===== src/kvpt_pkg.sv =====
// shared types and constants of the keyed value pair table
package kvpt_pkg;

   localparam int KEY_W         = 16;
   localparam int VAL_W         = 32;
   localparam int OP_W          = 2;
   localparam int CSR_W         = 4;
   localparam int DEPTH_DEFAULT = 8;
   localparam logic [CSR_W-1:0] SLOTS_RESET = 4'd8;

   typedef enum logic [OP_W-1:0] {
      OP_GET   = 2'd0,
      OP_PUT   = 2'd1,
      OP_CLEAR = 2'd2
   } op_type;

   typedef struct packed {
      logic [KEY_W-1:0] key;
      logic [KEY_W-1:0] slot_key;
      logic             accept_free;
   } cmp_req_type;

endpackage


===== src/kvpt_if.sv =====
// request, response and register write channels
interface kvpt_req_if;
   logic                             valid;
   logic                             ready;
   logic [kvpt_pkg::OP_W-1:0]        opcode;
   logic [kvpt_pkg::KEY_W-1:0]       key;
   logic signed [kvpt_pkg::VAL_W-1:0] value_one;
   logic signed [kvpt_pkg::VAL_W-1:0] value_two;
   modport source (output valid, opcode, key, value_one, value_two, input ready);
   modport sink   (input valid, opcode, key, value_one, value_two, output ready);
endinterface

interface kvpt_rsp_if;
   logic                             valid;
   logic                             ready;
   logic                             success;
   logic signed [kvpt_pkg::VAL_W-1:0] read_one;
   logic signed [kvpt_pkg::VAL_W-1:0] read_two;
   modport source (output valid, success, read_one, read_two, input ready);
   modport sink   (input valid, success, read_one, read_two, output ready);
endinterface

interface kvpt_csr_if;
   logic                       valid;
   logic                       ready;
   logic [kvpt_pkg::CSR_W-1:0] data;
   modport source (output valid, data, input ready);
   modport sink   (input valid, data, output ready);
endinterface


===== src/kvpt_ram.sv =====
// generic single write port ram with registered read
module kvpt_ram #(
   parameter int WIDTH = 8,
   parameter int DEPTH = 8
) (
   input  logic                                 clock,
   input  logic                                 we,
   input  logic [(DEPTH > 1 ? $clog2(DEPTH) : 1)-1:0] waddr,
   input  logic [WIDTH-1:0]                     wdata,
   input  logic [(DEPTH > 1 ? $clog2(DEPTH) : 1)-1:0] raddr,
   output logic [WIDTH-1:0]                     rdata
);

   logic [WIDTH-1:0] mem_ff [DEPTH];
   logic [WIDTH-1:0] rdata_ff;

   always_ff @(posedge clock) begin
      if (we) begin
         mem_ff[waddr] <= wdata;
      end
      rdata_ff <= mem_ff[raddr];
   end

   assign rdata = rdata_ff;

endmodule


===== src/kvpt_slot_cmp.sv =====
// slot qualifier: key match, or free slot when a put may take it
module kvpt_slot_cmp (
   input  kvpt_pkg::cmp_req_type req,
   output logic                  hit
);

   logic key_eq;
   logic slot_free;

   assign key_eq    = (req.slot_key == req.key);
   assign slot_free = (req.slot_key == '0);
   assign hit       = key_eq || (req.accept_free && slot_free);

endmodule


===== src/keyed_value_pair_table_core.sv =====
// keyed value pair table: one slot scanned per cycle through a shared compare unit
// with no slot to search (zero slots in use or an unknown opcode) a request goes straight to ST_FIN;
// else slots from index 0 are compared until the first qualifying slot or slot min(slots_in_use, depth) - 1;
// a new request is taken in ST_IDLE only after the previous response is loaded, which may still be waiting
// reset clears all slot valid bits at once, so every slot reads free with zero values
// reset sets slots_in_use to 8 and drops any pending response
module keyed_value_pair_table_core #(
   parameter int TABLE_DEPTH = kvpt_pkg::DEPTH_DEFAULT
) (
   input logic         clock,
   input logic         reset,
   kvpt_req_if.sink    req_ch,
   kvpt_rsp_if.source  rsp_ch,
   kvpt_csr_if.sink    csr_ch
);

   localparam int IDX_W  = (TABLE_DEPTH > 1) ? $clog2(TABLE_DEPTH) : 1;
   localparam int CNT_W  = $clog2(TABLE_DEPTH + 1);
   localparam int LIM_W  = (CNT_W > kvpt_pkg::CSR_W) ? CNT_W : kvpt_pkg::CSR_W;
   localparam int SLOT_W = kvpt_pkg::KEY_W + 2 * kvpt_pkg::VAL_W;

   typedef enum logic [2:0] {
      ST_IDLE = 3'b001,
      ST_SCAN = 3'b010,
      ST_FIN  = 3'b100
   } state_type;

   state_type                           state_ff, state_in;
   logic [kvpt_pkg::CSR_W-1:0]          slots_ff, slots_in;
   logic [kvpt_pkg::OP_W-1:0]           op_ff, op_in;
   logic [kvpt_pkg::KEY_W-1:0]          key_ff, key_in;
   logic signed [kvpt_pkg::VAL_W-1:0]   v1_ff, v1_in;
   logic signed [kvpt_pkg::VAL_W-1:0]   v2_ff, v2_in;
   logic [CNT_W-1:0]                    limit_ff, limit_in;
   logic [CNT_W-1:0]                    rd_idx_ff, rd_idx_in;
   logic [CNT_W-1:0]                    cmp_idx_ff, cmp_idx_in;
   logic                                cmp_vld_ff, cmp_vld_in;
   logic                                slot_vld_ff, slot_vld_in;
   logic [TABLE_DEPTH-1:0]              valid_ff, valid_in;
   logic                                res_ok_ff, res_ok_in;
   logic signed [kvpt_pkg::VAL_W-1:0]   res_one_ff, res_one_in;
   logic signed [kvpt_pkg::VAL_W-1:0]   res_two_ff, res_two_in;
   logic                                rsp_valid_ff, rsp_valid_in;
   logic                                rsp_ok_ff, rsp_ok_in;
   logic signed [kvpt_pkg::VAL_W-1:0]   rsp_one_ff, rsp_one_in;
   logic signed [kvpt_pkg::VAL_W-1:0]   rsp_two_ff, rsp_two_in;

   logic                                accept;
   logic                                op_known;
   logic [LIM_W-1:0]                    csr_ext;
   logic [LIM_W-1:0]                    depth_ext;
   logic [CNT_W-1:0]                    lim_now;
   logic                                rd_go;
   logic                                last;
   logic                                hit;
   logic                                ram_we;
   logic [SLOT_W-1:0]                   ram_wdata;
   logic [SLOT_W-1:0]                   ram_rdata;
   logic [kvpt_pkg::KEY_W-1:0]          slot_key;
   logic signed [kvpt_pkg::VAL_W-1:0]   slot_one;
   logic signed [kvpt_pkg::VAL_W-1:0]   slot_two;
   kvpt_pkg::cmp_req_type               cmp_req;

   kvpt_ram #(
      .WIDTH (SLOT_W),
      .DEPTH (TABLE_DEPTH)
   ) u_slot_ram (
      .clock (clock),
      .we    (ram_we),
      .waddr (cmp_idx_ff[IDX_W-1:0]),
      .wdata (ram_wdata),
      .raddr (rd_idx_ff[IDX_W-1:0]),
      .rdata (ram_rdata)
   );

   // never written slots read as free with zero values
   assign slot_key = slot_vld_ff ? ram_rdata[SLOT_W-1 -: kvpt_pkg::KEY_W] : '0;
   assign slot_one = slot_vld_ff ? ram_rdata[2*kvpt_pkg::VAL_W-1 -: kvpt_pkg::VAL_W] : '0;
   assign slot_two = slot_vld_ff ? ram_rdata[kvpt_pkg::VAL_W-1:0] : '0;

   assign cmp_req.key         = key_ff;
   assign cmp_req.slot_key    = slot_key;
   assign cmp_req.accept_free = (op_ff == kvpt_pkg::OP_PUT);

   kvpt_slot_cmp u_slot_cmp (
      .req (cmp_req),
      .hit (hit)
   );

   assign req_ch.ready   = (state_ff == ST_IDLE);
   assign csr_ch.ready   = 1'b1;
   assign rsp_ch.valid   = rsp_valid_ff;
   assign rsp_ch.success = rsp_ok_ff;
   assign rsp_ch.read_one = rsp_one_ff;
   assign rsp_ch.read_two = rsp_two_ff;

   assign accept    = req_ch.valid && req_ch.ready;
   assign op_known  = (req_ch.opcode == kvpt_pkg::OP_GET) ||
                      (req_ch.opcode == kvpt_pkg::OP_PUT) ||
                      (req_ch.opcode == kvpt_pkg::OP_CLEAR);
   assign csr_ext   = LIM_W'(slots_ff);
   assign depth_ext = LIM_W'(TABLE_DEPTH);
   assign lim_now   = (csr_ext > depth_ext) ? CNT_W'(depth_ext) : CNT_W'(csr_ext);
   assign rd_go     = (state_ff == ST_SCAN) && (rd_idx_ff < limit_ff);
   assign last      = (cmp_idx_ff == limit_ff - CNT_W'(1));

   always_comb begin
      state_in     = state_ff;
      slots_in     = slots_ff;
      op_in        = op_ff;
      key_in       = key_ff;
      v1_in        = v1_ff;
      v2_in        = v2_ff;
      limit_in     = limit_ff;
      rd_idx_in    = rd_idx_ff;
      cmp_idx_in   = rd_idx_ff;
      cmp_vld_in   = 1'b0;
      slot_vld_in  = valid_ff[rd_idx_ff[IDX_W-1:0]];
      valid_in     = valid_ff;
      res_ok_in    = res_ok_ff;
      res_one_in   = res_one_ff;
      res_two_in   = res_two_ff;
      rsp_valid_in = rsp_valid_ff;
      rsp_ok_in    = rsp_ok_ff;
      rsp_one_in   = rsp_one_ff;
      rsp_two_in   = rsp_two_ff;
      ram_we       = 1'b0;
      ram_wdata    = '0;

      if (csr_ch.valid && csr_ch.ready) begin
         slots_in = csr_ch.data;
      end
      if (rsp_valid_ff && rsp_ch.ready) begin
         rsp_valid_in = 1'b0;
      end

      unique case (state_ff)
         ST_IDLE: begin
            if (accept) begin
               op_in     = req_ch.opcode;
               key_in    = req_ch.key;
               v1_in     = req_ch.value_one;
               v2_in     = req_ch.value_two;
               limit_in  = lim_now;
               rd_idx_in = '0;
               if ((lim_now == '0) || !op_known) begin
                  res_ok_in  = (req_ch.opcode == kvpt_pkg::OP_CLEAR);
                  res_one_in = '0;
                  res_two_in = '0;
                  state_in   = ST_FIN;
               end else begin
                  state_in = ST_SCAN;
               end
            end
         end
         ST_SCAN: begin
            if (rd_go) begin
               rd_idx_in = rd_idx_ff + CNT_W'(1);
            end
            cmp_vld_in = rd_go;
            if (cmp_vld_ff) begin
               if (hit) begin
                  res_ok_in  = 1'b1;
                  res_one_in = (op_ff == kvpt_pkg::OP_GET) ? slot_one : '0;
                  res_two_in = (op_ff == kvpt_pkg::OP_GET) ? slot_two : '0;
                  if (op_ff == kvpt_pkg::OP_PUT) begin
                     ram_we    = 1'b1;
                     ram_wdata = {key_ff, v1_ff, v2_ff};
                  end else if (op_ff == kvpt_pkg::OP_CLEAR) begin
                     ram_we    = 1'b1;
                     ram_wdata = {slot_key, {(2 * kvpt_pkg::VAL_W){1'b0}}};
                  end
                  cmp_vld_in = 1'b0;
                  state_in   = ST_FIN;
               end else if (last) begin
                  res_ok_in  = (op_ff == kvpt_pkg::OP_CLEAR);
                  res_one_in = '0;
                  res_two_in = '0;
                  cmp_vld_in = 1'b0;
                  state_in   = ST_FIN;
               end
            end
         end
         ST_FIN: begin
            if (!rsp_valid_ff || rsp_ch.ready) begin
               rsp_valid_in = 1'b1;
               rsp_ok_in    = res_ok_ff;
               rsp_one_in   = res_one_ff;
               rsp_two_in   = res_two_ff;
               state_in     = ST_IDLE;
            end
         end
         default: begin
            state_in = ST_IDLE;
         end
      endcase

      if (ram_we) begin
         valid_in[cmp_idx_ff[IDX_W-1:0]] = 1'b1;
      end
   end

   always_ff @(posedge clock) begin
      if (reset) begin
         state_ff     <= ST_IDLE;
         slots_ff     <= kvpt_pkg::SLOTS_RESET;
         cmp_vld_ff   <= 1'b0;
         valid_ff     <= '0;
         rsp_valid_ff <= 1'b0;
      end else begin
         state_ff     <= state_in;
         slots_ff     <= slots_in;
         cmp_vld_ff   <= cmp_vld_in;
         valid_ff     <= valid_in;
         rsp_valid_ff <= rsp_valid_in;
      end
   end

   always_ff @(posedge clock) begin
      op_ff       <= op_in;
      key_ff      <= key_in;
      v1_ff       <= v1_in;
      v2_ff       <= v2_in;
      limit_ff    <= limit_in;
      rd_idx_ff   <= rd_idx_in;
      cmp_idx_ff  <= cmp_idx_in;
      slot_vld_ff <= slot_vld_in;
      res_ok_ff   <= res_ok_in;
      res_one_ff  <= res_one_in;
      res_two_ff  <= res_two_in;
      rsp_ok_ff   <= rsp_ok_in;
      rsp_one_ff  <= rsp_one_in;
      rsp_two_ff  <= rsp_two_in;
   end

endmodule


===== src/flat_wrapper.sv =====
// flat-port wrapper written by rule: the top's interface ports become plain ports
module keyed_value_pair_table_core_flat 
#(
   parameter int TABLE_DEPTH = kvpt_pkg::DEPTH_DEFAULT
)
  (clock, reset, req_ch_valid, req_ch_opcode, req_ch_key, req_ch_value_one, req_ch_value_two, req_ch_ready, rsp_ch_valid, rsp_ch_success, rsp_ch_read_one, rsp_ch_read_two, rsp_ch_ready, csr_ch_valid, csr_ch_data, csr_ch_ready);
  kvpt_req_if req_ch_i ();
  kvpt_rsp_if rsp_ch_i ();
  kvpt_csr_if csr_ch_i ();
  input logic clock;
  input logic reset;
  input wire logic [$bits(req_ch_i.valid)-1:0] req_ch_valid;
  input wire logic [$bits(req_ch_i.opcode)-1:0] req_ch_opcode;
  input wire logic [$bits(req_ch_i.key)-1:0] req_ch_key;
  input wire logic [$bits(req_ch_i.value_one)-1:0] req_ch_value_one;
  input wire logic [$bits(req_ch_i.value_two)-1:0] req_ch_value_two;
  output wire logic [$bits(req_ch_i.ready)-1:0] req_ch_ready;
  output wire logic [$bits(rsp_ch_i.valid)-1:0] rsp_ch_valid;
  output wire logic [$bits(rsp_ch_i.success)-1:0] rsp_ch_success;
  output wire logic [$bits(rsp_ch_i.read_one)-1:0] rsp_ch_read_one;
  output wire logic [$bits(rsp_ch_i.read_two)-1:0] rsp_ch_read_two;
  input wire logic [$bits(rsp_ch_i.ready)-1:0] rsp_ch_ready;
  input wire logic [$bits(csr_ch_i.valid)-1:0] csr_ch_valid;
  input wire logic [$bits(csr_ch_i.data)-1:0] csr_ch_data;
  output wire logic [$bits(csr_ch_i.ready)-1:0] csr_ch_ready;
  assign req_ch_i.valid = req_ch_valid;
  assign req_ch_i.opcode = req_ch_opcode;
  assign req_ch_i.key = req_ch_key;
  assign req_ch_i.value_one = req_ch_value_one;
  assign req_ch_i.value_two = req_ch_value_two;
  assign req_ch_ready = req_ch_i.ready;
  assign rsp_ch_valid = rsp_ch_i.valid;
  assign rsp_ch_success = rsp_ch_i.success;
  assign rsp_ch_read_one = rsp_ch_i.read_one;
  assign rsp_ch_read_two = rsp_ch_i.read_two;
  assign rsp_ch_i.ready = rsp_ch_ready;
  assign csr_ch_i.valid = csr_ch_valid;
  assign csr_ch_i.data = csr_ch_data;
  assign csr_ch_ready = csr_ch_i.ready;
  keyed_value_pair_table_core #(.TABLE_DEPTH(TABLE_DEPTH)) u_core (.clock(clock), .reset(reset), .req_ch(req_ch_i), .rsp_ch(rsp_ch_i), .csr_ch(csr_ch_i));
endmodule

===== config.mk =====
export PLATFORM = sky130hd
export DESIGN_NAME = keyed_value_pair_table_core_flat
export DESIGN_NICKNAME = d
export VERILOG_FILES = /design/src/kvpt_pkg.sv /design/src/kvpt_if.sv /design/src/kvpt_ram.sv /design/src/kvpt_slot_cmp.sv /design/src/keyed_value_pair_table_core.sv /design/src/flat_wrapper.sv
export SDC_FILE = /design/constraint.sdc
export NUM_CORES = 1
export LEC_CHECK = 0
export BUFFER_PORTS_ARGS = -buffer_cell sky130_fd_sc_hd__buf_2
export CORE_MARGIN = 2
export CORE_UTILIZATION = 40
export CTS_BUF_LIST = sky130_fd_sc_hd__clkbuf_8
export DETAILED_ROUTE_END_ITERATION = 7
export PLACE_DENSITY = 0.67
export SYNTH_ARGS = -nofsm -noshare
export SYNTH_HDL_FRONTEND = slang
export SYNTH_HIERARCHICAL = 1
export SYNTH_SLANG_ARGS = --single-unit

===== constraint.sdc =====
create_clock -name clock -period 10.78 [get_ports clock]
set_clock_uncertainty 0.1 [all_clocks]
set_input_delay 2.156 -clock clock [delete_from_list [all_inputs] [get_ports clock]]
set_output_delay 2.156 -clock clock [all_outputs]
set_load 0.005 [all_outputs]

==> results by group <==
Floorplan
  • # rows: 108
  • Ports: 159
  • DIE HEIGHT: 299 um
  • Core area: 86600 sq um
  • Die width: 299 um
  • Die area: 89600 sq um
  • Initial cell density of the core: 40.3%

Worst setup path
  • WP data required: 11.07 ns
  • CP dominant cell by count: buf_4
  • R2r setup slk: 5.79 ns
  • Crit-path slowest cell: nor3_2
  • Startpoint Class: flip-flop
  • Critical Path Max Stage Delay: 0.80 ns
  • Worst-path cell chain: and2_1 -> nor4_2 -> nand4_1 -> o41ai_2 -> nand3_1 -> nor2_4 -> nand2b_1 -> nor3_2 -> buf_4 -> buf_4
  • Crit Path Class: flip-flop to flip-flop
  • CP top delay family: simple AND/OR/NAND/NOR gates
  • Worst reg2reg endpoint: u_core/u_slot_ram/mem_ff[0][25]
  • R2r startpoint: u_core/slot_vld_ff
  • Critical Path Fanout Max: 54
  • Cells on worst reg2reg path: 10
  • Crit path buf inv count: 2
  • Nature of the critical path endpoint: flip-flop
  • CP arrival: 5.27 ns

Clock tree
  • Post-CTS sizing: 0
  • Num CTS Buffers: 155
  • H-tree depth: 4
  • Clk Latency, worst-skew pair: 0.80 ns
  • Clock transition at the registers of the reported paths: 0.06 ns
  • Hold Buf Count CTS: 0
  • Post-CTS setup buffers: 0
  • CTS tree: built
  • # clock sinks: 962
  • Max clock buf depth: 3
  • Root buf cell: clkbuf_8

Routing
  • Total wire length: 67800 um
  • Drt wl/cell: 21.6 um
  • Routed vias/inst: 4.98
  • Vias: 15.6k
  • Number of remaining DRC errors: 0
  • Iter 0 DRT Violations: 1107
  • DR pass1 iterations: 5
  • ANT nets after route: 0

Logic synthesis
  • Syn_area_per_cell: 22.0 sq um
  • Seq cells post-synth: 962
  • Cell Area, Synth: 34900 sq um
  • Synth unique cells: 48
  • Synth Instances: 1584
  • Syn nets: 1683
  • Synth Warn #: 6
  • Seq/Total Area, Yosys: 79.9%

Final layout
  • Commonest non-fill, non-tap cell in the layout: edfxtp_1
  • Area growth syn-to-layout: 14.4%
  • Post-Layout Cell Count: 3139
  • Final #Nets: 1953
  • Layout cells sized above 1: 32.6%
  • Final core occ: 46.1%
  • Commonest cells after routing, fill and taps aside: edfxtp_1 (860), clkbuf_8 (176), mux4_2 (162), buf_2 (157), and2_1 (145)

STA
  • Worst-Margin Slew: 1.12 ns
  • Max Fclk: 201 MHz
  • Max_slew headroom: 25.2%
  • Post-Route Setup TNS: 0 ns
  • Final hold violations: 0
  • Unrepaired setup endpoints after global routing: false
  • Setup violators final: 0
  • Final period util: 46.2%
  • Fin crit period: 4.99 ns
  • Final Max Slew Viols: 0

Power and ir drop
  • Pwr per Cell Area: 190 nW/um^2
  • Flop pwr share: 55.9%
  • Internal cell power: 5.89 mW
  • Static Leak: 13.1 nW
  • Peak supply drop: 120 uV
  • Switching share of total power: 22.1%
  • Clock Power Share: 38.0%
  • Sw power: 1.67 mW
  • Comb pwr share: 6.1%
  • Tot Pwr: 7.56 mW

GRT
  • Vias in the first global route: 17.1k
  • First-pass GRT wire length: 103000 um
  • All-Layer GR Usage: 15.3%
  • Grt ovf: 0
  • Largest net degree at the start of global routing: 71
  • Initial antenna violation count: 7

Place
  • Gpl congestion: 0.783
  • Dpl hpwl: 37600 um
  • Cells after DPL: 2852
  • Port Buffers: 157

Status
  • Outcome: complete, no violations

Worst hold path
  • Hold Path End: u_core/rsp_ch.read_one[8]
  • Hold Path Class: flip-flop to flip-flop
  • Worst hold start: u_core/res_one_ff[8]
  • Min-Delay Path Depth: 0

Job
  • Max-Cap Viols: 0
[Yosys cell counts, drive strengths merged]
cell type / number / share of area, %
a211o: 1 / 0.025
a211oi: 1 / 0.036
a21oi: 14 / 0.20
a22o: 16 / 0.40
a31oi: 3 / 0.054
and2: 147 / 2.6
buf: 36 / 0.76
clkbuf: 32 / 0.37
conb: 1 / 0.011
dfxtp: 102 / 5.9
edfxtp: 860 / 74
ha: 8 / 0.29
inv: 9 / 0.097
mux2: 81 / 2.6
mux2i: 3 / 0.086
mux4: 162 / 10
nand2: 6 / 0.065
nand2b: 5 / 0.090
nand3: 4 / 0.072
nand3b: 1 / 0.022
nand4: 3 / 0.054
nor2: 32 / 0.40
nor2b: 7 / 0.13
nor3: 8 / 0.13
nor3b: 2 / 0.075
nor4: 7 / 0.18
nor4b: 1 / 0.043
o21a: 1 / 0.022
o21ai: 4 / 0.057
o21bai: 1 / 0.022
o41ai: 1 / 0.047
or2: 1 / 0.018
or3b: 1 / 0.032
xnor2: 3 / 0.075
xnor3: 1 / 0.065
xor2: 19 / 0.48
[worst reg2reg max path: stages, from the launching register on]
cell      delay (ns)
dfxtp_1         0.45
and2_1          0.26
nor4_2          0.32
nand4_1         0.14
o41ai_2         0.53
nand3_1         0.29
nor2_4          0.19
nand2b_1        0.23
nor3_2          0.80
buf_4           0.43
buf_4           0.80
[kinds of logic after synthesis]
kind of cell	Yosys count	share of synthesized area, %
other	1	0.0108
adder cells (fa/ha/maj)	8	0.287
AND/OR/NAND/NOR	225	3.95
XOR/XNOR	23	0.617
AO/OA/AOI/OAI	42	0.864
buffers and inverters	77	1.23
multiplexers	246	13.2
flip-flops	962	79.9
[worst max path at each step]
stage	from	to	slack [ns]	cells past startpoint
3_3_place_gp	u_core/slot_vld_ff	u_core/u_slot_ram/mem_ff[0][26]	5.85	10
2_1_floorplan	u_core/slot_vld_ff	u_core/u_slot_ram/mem_ff[4][0]	2.73	9
3_5_place_dp	u_core/slot_vld_ff	u_core/u_slot_ram/mem_ff[0][23]	5.70	10
5_1_grt	u_core/slot_vld_ff	u_core/u_slot_ram/mem_ff[0][25]	5.46	10
4_1_cts	u_core/slot_vld_ff	u_core/u_slot_ram/mem_ff[0][25]	5.67	10
6_report	u_core/slot_vld_ff	u_core/u_slot_ram/mem_ff[0][25]	5.79	10
[through the flow]
step	instance area [sq um]	hold slack, ns	setup slack [ns]
after floorplan	34900	0.294	2.73
after global placement	37000	0.302	5.85
after detailed placement	37000	0.305	5.70
after CTS	39900	0.302	5.67
after global routing	39900	0.304	5.46
final	39900	0.310	5.79
[final cells by class]
type / instances / area, sq um
fillers: 7106 / 46700
flip-flops and latches: 962 / 27900
multi-input cells: 545 / 6660
clock buffers: 176 / 2420
well taps: 1155 / 1450
repair buffers: 181 / 966
clock inverters: 110 / 498
inverters: 9 / 36.3
diodes: 1 / 2.50
[per-layer routing]
metal  up-vias  global-route usage, %  part of all wire [%]
met1      8183                   20.0                    44
li1       6918                      -                     -
met4         2                   5.52                   2.3
met5         -                      0                 0.010
met2       415                   25.2                    49
met3       128                   3.52                   4.6
[power groups by stage]
stage          Sequential (mW)  Combinational, mW  Clock [mW]
2_1_floorplan             4.28              0.349           0
3_3_place_gp              4.30              0.469           0
3_5_place_dp              4.30              0.473           0
4_1_cts                   4.23              0.476        2.98
5_1_grt                   4.24              0.504        3.14
6_report                  4.22              0.461        2.88
[registers in the layout, summed over array words and instances (netlist names), 3 cells and up]
| signal | flops |
|---|---|
| u_core/state_ff | 3 |
| u_core/limit_ff | 4 |
| u_core/v2_ff | 32 |
| u_core/csr_ext | 4 |
| u_core/u_slot_ram/rdata | 80 |
| u_core/u_slot_ram/mem_ff | 640 |
| u_core/res_two_ff | 32 |
| u_core/rsp_ch.read_one | 32 |
| u_core/rsp_ch.read_two | 32 |
| u_core/valid_ff | 8 |
| u_core/key_ff | 16 |
| u_core/cmp_idx_in | 4 |
| u_core/cmp_idx_ff | 4 |
| u_core/res_one_ff | 32 |
| u_core/v1_ff | 32 |
Note: power is estimated with default switching activity, not from simulation.
